## config.mk

```make
export PLATFORM = sky130hd
export DESIGN_NAME = credential_code_table
export DESIGN_NICKNAME = d
export VERILOG_FILES = /design/src/sv/crd_pkg.sv /design/src/sv/crd_cell.sv /design/src/sv/crd_ctrl.sv /design/src/sv/credential_code_table.sv
export SDC_FILE = /design/constraint.sdc
export NUM_CORES = 2
export LEC_CHECK = 0
export CAP_MARGIN = 20
export CORE_MARGIN = 2
export CORE_UTILIZATION = 40
export CTS_BUF_LIST = sky130_fd_sc_hd__clkbuf_8
export DETAILED_ROUTE_END_ITERATION = 10
export DONT_BUFFER_PORTS = 1
export SYNTH_ARGS = -nofsm -noshare
export SYNTH_HDL_FRONTEND = slang
export SYNTH_SLANG_ARGS = --single-unit
```

## constraint.sdc

```tcl
create_clock -name aclk -period 116 [get_ports aclk]
set_input_delay 11.6 -clock aclk [delete_from_list [all_inputs] [get_ports aclk]]
set_output_delay 11.6 -clock aclk [all_outputs]
set_load 0.1 [all_outputs]
```

## src/sv/crd_pkg.sv

```systemverilog
package crd_pkg;

    localparam int TABLE_ENTRIES_DEF = 128;
    localparam int KEY_BYTES         = 4;
    localparam int KEY_BITS          = 8 * KEY_BYTES;
    localparam int MAX_DIGITS        = (2 * KEY_BYTES < 8) ? 2 * KEY_BYTES : 8;

    typedef enum logic [1:0] {
        OP_CHECK  = 2'd0,
        OP_STORE  = 2'd1,
        OP_DELETE = 2'd2,
        OP_CLEAR  = 2'd3
    } op_t;

    localparam logic [1:0] KIND_ADMIN = 2'd0;
    localparam logic [1:0] KIND_USER  = 2'd1;
    localparam logic [1:0] KIND_ANY   = 2'd2;

    typedef struct packed {
        logic                valid;
        logic [KEY_BITS-1:0] key;
        logic [1:0]          kind;
    } entry_t;

    function automatic logic [KEY_BITS-1:0] pack_key(input logic [31:0] digits,
                                                    input logic [3:0]  count);
        logic [KEY_BITS-1:0] key;
        logic [3:0]          n;
        key = '1;
        n   = (count > 4'(MAX_DIGITS)) ? 4'(MAX_DIGITS) : count;
        for (int i = 0; i < MAX_DIGITS; i++) begin
            if (4'(i) < n) begin
                key[KEY_BITS-4-4*i +: 4] = digits[28-4*i +: 4];
            end
        end
        return key;
    endfunction

endpackage

```

## src/sv/crd_cell.sv

```systemverilog
module crd_cell
    import crd_pkg::*;
(
    input  logic   aclk,
    input  logic   aresetn,
    input  logic   shift_en,
    input  entry_t entry_in,
    output entry_t entry_out
);

    logic                valid_reg;
    logic [KEY_BITS-1:0] key_reg;
    logic [1:0]          kind_reg;

    always_ff @(posedge aclk) begin
        if (!aresetn) begin
            valid_reg <= 1'b0;
        end else if (shift_en) begin
            valid_reg <= entry_in.valid;
        end
    end

    always_ff @(posedge aclk) begin
        if (shift_en) begin
            key_reg  <= entry_in.key;
            kind_reg <= entry_in.kind;
        end
    end

    assign entry_out = '{valid: valid_reg, key: key_reg, kind: kind_reg};

endmodule

```

## src/sv/crd_ctrl.sv

```systemverilog
module crd_ctrl
    import crd_pkg::*;
#(
    parameter int TABLE_ENTRIES = TABLE_ENTRIES_DEF
) (
    input  logic        aclk,
    input  logic        aresetn,
    input  logic        s_valid,
    output logic        s_ready,
    input  logic [1:0]  s_opcode,
    input  logic [31:0] s_digits,
    input  logic [3:0]  s_digit_count,
    input  logic [1:0]  s_code_type,
    input  logic [6:0]  s_entry_index,
    output logic        m_valid,
    input  logic        m_ready,
    output logic        m_status,
    output logic [6:0]  m_slot,
    output logic        m_free_found,
    output logic [6:0]  m_free_slot,
    input  entry_t      head_entry,
    output entry_t      wb_entry,
    output logic        shift_en
);

    localparam int IW = $clog2(TABLE_ENTRIES);

    typedef enum logic [2:0] {
        ST_IDLE,
        ST_SCAN,
        ST_DECIDE,
        ST_APPLY,
        ST_DONE
    } state_t;

    state_t              state_reg, state_next;
    logic [IW-1:0]       pos_reg, pos_next;
    op_t                 op_reg, op_next;
    logic [KEY_BITS-1:0] key_reg, key_next;
    logic [1:0]          type_reg, type_next;
    logic [6:0]          idx_reg, idx_next;
    logic                match_found_reg, match_found_next;
    logic [IW-1:0]       match_idx_reg, match_idx_next;
    logic [1:0]          match_kind_reg, match_kind_next;
    logic                adm_found_reg, adm_found_next;
    logic [IW-1:0]       adm_idx_reg, adm_idx_next;
    logic                free_found_reg, free_found_next;
    logic [IW-1:0]       free_idx_reg, free_idx_next;
    logic                tgt_found_reg, tgt_found_next;
    logic [IW-1:0]       tgt_idx_reg, tgt_idx_next;
    logic                nfree_found_reg, nfree_found_next;
    logic [IW-1:0]       nfree_idx_reg, nfree_idx_next;
    logic                status_reg, status_next;
    logic [IW-1:0]       slot_reg, slot_next;
    logic                m_valid_reg, m_valid_next;
    logic                m_status_reg, m_status_next;
    logic [6:0]          m_slot_reg, m_slot_next;
    logic                m_free_found_reg, m_free_found_next;
    logic [6:0]          m_free_slot_reg, m_free_slot_next;
    logic                last_pos;
    logic                type_ok;
    entry_t              e;
    entry_t              w;

    assign e        = head_entry;
    assign last_pos = (pos_reg == IW'(TABLE_ENTRIES - 1));
    assign type_ok  = (type_reg == KIND_ADMIN) || (type_reg == KIND_USER);

    always_comb begin
        state_next        = state_reg;
        pos_next          = pos_reg;
        op_next           = op_reg;
        key_next          = key_reg;
        type_next         = type_reg;
        idx_next          = idx_reg;
        match_found_next  = match_found_reg;
        match_idx_next    = match_idx_reg;
        match_kind_next   = match_kind_reg;
        adm_found_next    = adm_found_reg;
        adm_idx_next      = adm_idx_reg;
        free_found_next   = free_found_reg;
        free_idx_next     = free_idx_reg;
        tgt_found_next    = tgt_found_reg;
        tgt_idx_next      = tgt_idx_reg;
        nfree_found_next  = nfree_found_reg;
        nfree_idx_next    = nfree_idx_reg;
        status_next       = status_reg;
        slot_next         = slot_reg;
        m_valid_next      = m_valid_reg && !m_ready;
        m_status_next     = m_status_reg;
        m_slot_next       = m_slot_reg;
        m_free_found_next = m_free_found_reg;
        m_free_slot_next  = m_free_slot_reg;
        w                 = e;
        shift_en          = 1'b0;

        unique case (state_reg)
            ST_IDLE: begin
                if (s_valid) begin
                    op_next          = op_t'(s_opcode);
                    key_next         = pack_key(s_digits, s_digit_count);
                    type_next        = s_code_type;
                    idx_next         = s_entry_index;
                    match_found_next = 1'b0;
                    adm_found_next   = 1'b0;
                    free_found_next  = 1'b0;
                    pos_next         = '0;
                    state_next       = ST_SCAN;
                end
            end
            ST_SCAN: begin
                shift_en = 1'b1;
                if (!match_found_reg && e.valid && e.key == key_reg) begin
                    match_found_next = 1'b1;
                    match_idx_next   = pos_reg;
                    match_kind_next  = e.kind;
                end
                if (!adm_found_reg && e.valid && e.kind == KIND_ADMIN) begin
                    adm_found_next = 1'b1;
                    adm_idx_next   = pos_reg;
                end
                if (!free_found_reg && !e.valid) begin
                    free_found_next = 1'b1;
                    free_idx_next   = pos_reg;
                end
                pos_next = last_pos ? '0 : pos_reg + 1'b1;
                if (last_pos) begin
                    state_next = ST_DECIDE;
                end
            end
            ST_DECIDE: begin
                status_next      = 1'b1;
                slot_next        = '0;
                tgt_found_next   = 1'b0;
                tgt_idx_next     = free_idx_reg;
                nfree_found_next = 1'b0;
                nfree_idx_next   = '0;
                unique case (op_reg)
                    OP_CHECK: begin
                        if (match_found_reg &&
                            (match_kind_reg == type_reg || type_reg == KIND_ANY)) begin
                            status_next = 1'b0;
                            slot_next   = match_idx_reg;
                        end
                    end
                    OP_STORE: begin
                        if (type_reg == KIND_ADMIN && adm_found_reg) begin
                            tgt_found_next = 1'b1;
                            tgt_idx_next   = adm_idx_reg;
                            status_next    = 1'b0;
                            slot_next      = adm_idx_reg;
                        end else if (type_ok && free_found_reg) begin
                            tgt_found_next = 1'b1;
                            status_next    = 1'b0;
                            slot_next      = free_idx_reg;
                        end
                    end
                    OP_DELETE: begin
                        status_next = 1'b1;
                    end
                    OP_CLEAR: begin
                        status_next = 1'b0;
                    end
                    default: begin
                        status_next = 1'b1;
                    end
                endcase
                state_next = ST_APPLY;
            end
            ST_APPLY: begin
                shift_en = 1'b1;
                unique case (op_reg)
                    OP_STORE: begin
                        if (tgt_found_reg && pos_reg == tgt_idx_reg) begin
                            w.valid = 1'b1;
                            w.key   = key_reg;
                            w.kind  = type_reg;
                        end
                    end
                    OP_DELETE: begin
                        if (type_ok && 9'(pos_reg) == 9'(idx_reg) && e.valid &&
                            e.kind == type_reg) begin
                            w.valid     = 1'b0;
                            status_next = 1'b0;
                        end
                    end
                    OP_CLEAR: begin
                        if (e.valid && e.kind == KIND_USER) begin
                            w.valid = 1'b0;
                        end
                    end
                    default: begin
                        w = e;
                    end
                endcase
                if (!nfree_found_reg && !w.valid) begin
                    nfree_found_next = 1'b1;
                    nfree_idx_next   = pos_reg;
                end
                pos_next = last_pos ? '0 : pos_reg + 1'b1;
                if (last_pos) begin
                    state_next = ST_DONE;
                end
            end
            ST_DONE: begin
                if (!m_valid_reg || m_ready) begin
                    m_valid_next      = 1'b1;
                    m_status_next     = status_reg;
                    m_slot_next       = 7'(slot_reg);
                    m_free_found_next = nfree_found_reg;
                    m_free_slot_next  = nfree_found_reg ? 7'(nfree_idx_reg) : 7'd0;
                    state_next        = ST_IDLE;
                end
            end
            default: begin
                state_next = ST_IDLE;
            end
        endcase
    end

    always_ff @(posedge aclk) begin
        if (!aresetn) begin
            state_reg   <= ST_IDLE;
            m_valid_reg <= 1'b0;
        end else begin
            state_reg   <= state_next;
            m_valid_reg <= m_valid_next;
        end
        pos_reg          <= pos_next;
        op_reg           <= op_next;
        key_reg          <= key_next;
        type_reg         <= type_next;
        idx_reg          <= idx_next;
        match_found_reg  <= match_found_next;
        match_idx_reg    <= match_idx_next;
        match_kind_reg   <= match_kind_next;
        adm_found_reg    <= adm_found_next;
        adm_idx_reg      <= adm_idx_next;
        free_found_reg   <= free_found_next;
        free_idx_reg     <= free_idx_next;
        tgt_found_reg    <= tgt_found_next;
        tgt_idx_reg      <= tgt_idx_next;
        nfree_found_reg  <= nfree_found_next;
        nfree_idx_reg    <= nfree_idx_next;
        status_reg       <= status_next;
        slot_reg         <= slot_next;
        m_status_reg     <= m_status_next;
        m_slot_reg       <= m_slot_next;
        m_free_found_reg <= m_free_found_next;
        m_free_slot_reg  <= m_free_slot_next;
    end

    assign s_ready      = (state_reg == ST_IDLE);
    assign wb_entry     = w;
    assign m_valid      = m_valid_reg;
    assign m_status     = m_status_reg;
    assign m_slot       = m_slot_reg;
    assign m_free_found = m_free_found_reg;
    assign m_free_slot  = m_free_slot_reg;

endmodule

```

## src/sv/credential_code_table.sv

```systemverilog
// One item in flight: s_ready is high only while the controller is idle.
// Each item takes two full rotations of the cell ring past the head: one
// to search, one to write back and find the lowest free slot.
// Reset: synchronous, active low; clears every entry's valid bit at once.
module credential_code_table
    import crd_pkg::*;
#(
    parameter int TABLE_ENTRIES = TABLE_ENTRIES_DEF
) (
    input  logic        aclk,
    input  logic        aresetn,
    input  logic        s_valid,
    output logic        s_ready,
    input  logic [1:0]  s_opcode,
    input  logic [31:0] s_digits,
    input  logic [3:0]  s_digit_count,
    input  logic [1:0]  s_code_type,
    input  logic [6:0]  s_entry_index,
    output logic        m_valid,
    input  logic        m_ready,
    output logic        m_status,
    output logic [6:0]  m_slot,
    output logic        m_free_found,
    output logic [6:0]  m_free_slot
);

    entry_t cell_q [TABLE_ENTRIES];
    entry_t wb_entry;
    logic   shift_en;

    for (genvar g = 0; g < TABLE_ENTRIES; g++) begin : g_cell
        entry_t cell_d;
        if (g == TABLE_ENTRIES - 1) begin : g_tail
            assign cell_d = wb_entry;
        end else begin : g_mid
            assign cell_d = cell_q[g+1];
        end
        crd_cell u_cell (
            .aclk      (aclk),
            .aresetn   (aresetn),
            .shift_en  (shift_en),
            .entry_in  (cell_d),
            .entry_out (cell_q[g])
        );
    end

    crd_ctrl #(
        .TABLE_ENTRIES (TABLE_ENTRIES)
    ) u_ctrl (
        .aclk          (aclk),
        .aresetn       (aresetn),
        .s_valid       (s_valid),
        .s_ready       (s_ready),
        .s_opcode      (s_opcode),
        .s_digits      (s_digits),
        .s_digit_count (s_digit_count),
        .s_code_type   (s_code_type),
        .s_entry_index (s_entry_index),
        .m_valid       (m_valid),
        .m_ready       (m_ready),
        .m_status      (m_status),
        .m_slot        (m_slot),
        .m_free_found  (m_free_found),
        .m_free_slot   (m_free_slot),
        .head_entry    (cell_q[0]),
        .wb_entry      (wb_entry),
        .shift_en      (shift_en)
    );

endmodule

```

# After elaboration in Yosys (flattened, before gate mapping)
# Cells that the tools add are included.
[op_classes]
reduce_logical = 46
muxes = 45
addsub = 1
n_eq_ne = 26
magnitude_cmp = 9
[ops]
columns = ["operator", "count"]
rows = [
  ["2-to-1 mux 35 bit", 2],
  ["2-to-1 mux 7 bit", 8],
  ["one-hot mux 7 bit (2 select lines)", 3],
  ["2-to-1 mux 34 bit", 1],
  ["== test 32 bit", 1],
  ["2-to-1 mux 1 bit", 18],
  ["< comparator 3 x 4 -> 1 bit (first input constant)", 4],
  ["inequality test 2 x 1 -> 1 bit (second input constant)", 8],
  ["logical AND 1 bit", 15],
  ["one-hot mux 3 bit (5 select lines)", 1],
  ["== test 7 bit", 2],
  ["AND reduction 2 bit", 7],
  ["2-to-1 mux 3 bit", 4],
  ["AND reduction 3 bit", 4],
  ["one-hot mux 1 bit (2 select lines)", 5],
  ["zero test 1 bit", 8],
  ["< comparator 1 x 4 -> 1 bit (first input constant)", 2],
  ["< comparator 2 x 4 -> 1 bit (first input constant)", 2],
  ["adder 7 x 1 -> 7 bit (second input constant)", 1],
  ["== test 7 bit (second input constant)", 1],
  ["== test 2 x 1 -> 1 bit (second input constant)", 3],
  ["== test 2 bit (second input constant)", 3],
  ["== test 3 x 2 -> 1 bit (second input constant)", 2],
  ["zero test 2 bit", 3],
  ["13 further kinds", 19],
]
[word_totals]
register_bits = 4600
elab_cells = 542

# Logic depth before layout (Yosys ltp)
[logic_depth]
ltp_word = 12
ltp_mapped = 8
mapped_depth_nobuf = 6

# Hierarchy
# A second synthesis with hierarchy kept.
[unflattened]
hier_cells = 5249
hier_area_um2 = 141962.4
[by_module_without_submodules]
columns = ["module", "area_each_um2", "cells_each", "seq_area_each_um2", "n_inst"]
rows = [
  ["crd_cell", 1064.8, 38, 1041.0, 128],
  ["crd_ctrl", 5671.7, 385, 3563.4, 1],
]

# Worst setup path after synthesis
# OpenSTA, ideal clock, no wires.
[synth_path]
path_kind = "register to register"
start = "register u_ctrl.state_reg[0]"
end = "register g_cell[127].u_cell.valid_reg"
path_slack_ps = 61325
arrival_ps = 52309
stages_incl_launch_ff = 8
required_time_ps = 113635
path_cell_list = "dfxtp_1 -> clkbuf_1 -> nand2b_1 -> buf_2 -> inv_1 -> buf_2 -> buf_2 -> a221oi_1"
[synth_via]
elab_chain_cells = 3
elab_cells_between_ends = 5
[synth_rtl]
columns = ["element", "line", "rtl"]
rows = [
  ["from (decl)", "crd_ctrl.sv:36", "state_t state_reg, state_next;"],
  ["from (signal assigned)", "crd_ctrl.sv:226", "state_reg <= state_next;"],
  ["== test 3 x 1 -> 1 bit or == test 3 x 2 -> 1 bit (tied branches)", "crd_ctrl.sv:97", "unique case (state_reg)"],
  ["OR reduction 2 bit (no line) (*)", "--", ""],
  ["2-to-1 mux 1 bit (*)", "crd_ctrl.sv:97", ""],
  ["named net g_cell[0].u_cell.shift_en", "crd_cell.sv:6", "input logic shift_en,"],
  ["to (signal assigned)", "crd_cell.sv:19", "valid_reg <= entry_in.valid;"],
  ["to (decl)", "crd_cell.sv:11", "logic valid_reg;"],
]
# Mark *: on every way through the listed nets, which the timed path passes. The rest lies on a longest branch.
# A chain may end at the register's enable or synchronous reset.

# Worst setup path after layout
[layout_path]
start = "register u_ctrl.state_reg[2]"
end = "output port s_ready"
[layout_via]
elab_chain_cells = 1
[layout_rtl]
columns = ["element", "line", "rtl"]
rows = [
  ["zero test 3 bit", "crd_ctrl.sv:253", "assign s_ready = (state_reg == ST_IDLE);"],
  ["to (decl)", "credential_code_table.sv:13", "output logic s_ready,"],
]
# Every way passes these cells.

==> results.yml <==
sta:
  setup_violations: 0
  finalHoldViolCount: 0
  timing.fmax_mhz: 72.7
  fin_crit_sh_pct: 11.9
  max-slew-margin-rel_pct: 26.1
  drv_slew: 0
  worstMarginPinSlew_ns: 1.11
  clock_skew_ns: 0.103
  finalCriticalPeriod_ns: 13.75
  tns_ns: 0
  rsz0062_at_grt: "false"
  finalWorstSetupSlack_ns: 102.25
cells_and_area:
  layout-drive-gt1-share_pct: 15.0
  synthToLayoutAreaGrowth_pct: 13.4
  mostFrequentLayoutCell: "edfxtp_1"
  nets: 6057
  postLayoutCoreUtil_pct: 45.5
  final_cell_mix: "edfxtp_1 (4468), clkbuf_8 (716), nand2_1 (262)"
  largest_reg_flops: 4096
clock_tree:
  path_clk_slew_ns: 0.06
  clock_sinks: 4600
  cts_tree: "built"
  clk_latency_ns: 1.18
  cts-hold-fix-buffers: 0
  cts.path.max_buffers: 4
  cts-buffers-inserted: 698
  cts_setup_buffers: 0
  cts_resized: 0
  htreeDepth: 6
  cts-root-buf: "clkbuf_8"
drt:
  vias_per_cell: 4.44
  routed_wl_um: 186000
  drcViolationCount: 0
  wl_per_cell_um: 16.7
  drt-initial-drc-count: 4721
  ant_nets: 0
  num_vias: 49500
  first_pass_iters: 6
setup_path:
  rr_startpoint: "u_ctrl.state_reg[0]"
  worst-r2r-cell-count: 7
  endpoint_kind: "output port"
  critical_path_required_ns: 104.40
  critPathMaxFanout: 9
  r2r_slack_ns: 109.46
  crit_path_start_kind: "register"
  crit_arrival_ns: 2.15
  rr_endpoint: "g_cell[28].u_cell.key_reg[16]"
  path_class: "reg2out"
place:
  dpl.hpwl_um: 86100
  gp_congestion: 0.735
  dp_slack_ns: 102.95
  portBuffers: 0
hold_path:
  hold_class: "reg2reg"
  worstHoldStart: "g_cell[75].u_cell.key_reg[22]"
  holdPathEnd: "g_cell[74].u_cell.key_reg[22]"
  holdPathStages: 0
yosys:
  yosys.area.top_type: "edfxtp_1"
  synth-edff-count: 4468
  syn_nets: 5345
  yosysWarnings: 0
  synthesis.area_mm2: 0.141
  ys_seq_elements: 4600
  async_flop_share_pct: 0
  yosysUniqueCellTypes: 43
  synth_top_area_share_pct: 95.2
  seq_area_frac_synth_pct: 97.0
  ys.flop_type: "edfxtp_1"
  avgSynthCellArea_um2: 26.6
  synthCells: 5293
  synth.area.top_cells: "edfxtp_1 (95%), dfxtp_1 (1.9%), nand2_1 (0.70%), a21boi_0 (0.68%), mux2_4 (0.32%)"
power_and_ir_drop:
  power_frac_comb_pct: 1.5
  p_per_area_mw_per_mm2: 19.5
  total_leakage_power_nw: 42.4
  p_sw_share_pct: 21.0
  pwr-share-clk_pct: 38.7
  p_sw_w: 0.000654
  power_w: 0.00312
  p_seq_share_pct: 59.7
  ir_drop_v: 0.0000135
  p_int_w: 0.00246
floorplanning:
  coreArea_mm2: 0.352
  start_util_pct: 40.1
  die_x_um: 598
  pin_count: 69
  rows: 218
  dieArea_mm2: 0.357
  die_y_um: 598
grt:
  grt_pass1_vias: 49700
  overflow: 0
  track_usage_pct: 10.2
  grt_first_pass_wirelength_um: 287000
  grt_max_degree: 209
  antenna_found_initial: 10
job:
  maxCapViolations: 0
run_status:
  status: "complete, no violations"
[synth_stat cells (5+ instances only)]
library cell  count
clkbuf_1         23
and3_1            8
nor2_1           15
xnor2_1          17
nor4_1           10
and2_1            8
nand2b_1          9
nor3_1            9
edfxtp_1       4468
buf_2            24
a222oi_1          7
nor2b_1           6
xor2_1           35
nand2_1         262
mux2_2           11
a21oi_1           5
inv_1            14
nand4_1           5
mux2_4           30
or2_2            29
buf_1             6
dfxtp_1         132
a21boi_0        127
[through the flow]
stage / hold slack (ns) / area [um2] / cells
6_report: 0.327 / 160000 / 11200
5_1_grt: 0.327 / 160000 / 11200
4_1_cts: 0.309 / 160000 / 11100
3_5_place_dp: 0.405 / 147000 / 9916
3_3_place_gp: 0.400 / 147000 / 9915
2_1_floorplan: 0.400 / 141000 / 5293
[critical path, stage by stage, from the launching register on]
cell,delay (ns)
dfxtp_1,0.29
buf_4,0.17
nor3_2,0.34
buf_16,0.23
[metal layers]
layer | GRT usage [%] | up-vias | wire, um
met5 | 0 | - | 0
met4 | 4.65 | 0 | 6760
met3 | 2.64 | 469 | 10200
met2 | 13.3 | 1062 | 76400
met1 | 15.8 | 25400 | 92900
li1 | - | 22700 | -
[worst max-delay path by stage]
| stage | startpoint | to | slack, ns | depth (start not counted) |
|---|---|---|---|---|
| after global placement | s_valid | u_ctrl.adm_found_reg | 102.96 | 4 |
| after global routing | u_ctrl.state_reg[2] | s_ready | 102.07 | 3 |
| final | u_ctrl.state_reg[2] | s_ready | 102.25 | 3 |
| after floorplan | u_ctrl.state_reg[0] | g_cell[127].u_cell.valid_reg | 61.33 | 7 |
| after detailed placement | s_valid | u_ctrl.adm_found_reg | 102.95 | 4 |
| after CTS | u_ctrl.state_reg[2] | s_ready | 102.07 | 3 |
[cell families after synthesis]
logic type	synth area share [%]
flops	97.0
simple gates	1.18
compound gates	0.820
buf+inv	0.224
xor+xnor	0.323
mux	0.407
fa+ha+maj	0.00887
[area by class of cell]
cell class | count | area (um2)
Multi-Input combinational cell | 623 | 3910
Antenna cell | 9 | 22.5
Clock buffer | 716 | 9850
Clock inverter | 514 | 2750
Tap cell | 4620 | 5780
Timing Repair Buffer | 68 | 764
Inverter | 14 | 60.1
Fill cell | 28700 | 192000
Sequential cell | 4600 | 137000
[power groups by stage]
stage | clock (W) | sequential (W) | combinational [W]
2_1_floorplan | 0 | 0.00210 | 0.0000344
3_5_place_dp | 0 | 0.00190 | 0.0000488
6_report | 0.00121 | 0.00186 | 0.0000480
3_3_place_gp | 0 | 0.00190 | 0.0000464
5_1_grt | 0.00133 | 0.00186 | 0.0000536
4_1_cts | 0.00126 | 0.00186 | 0.0000482
(Power assumes the default switching activity.)
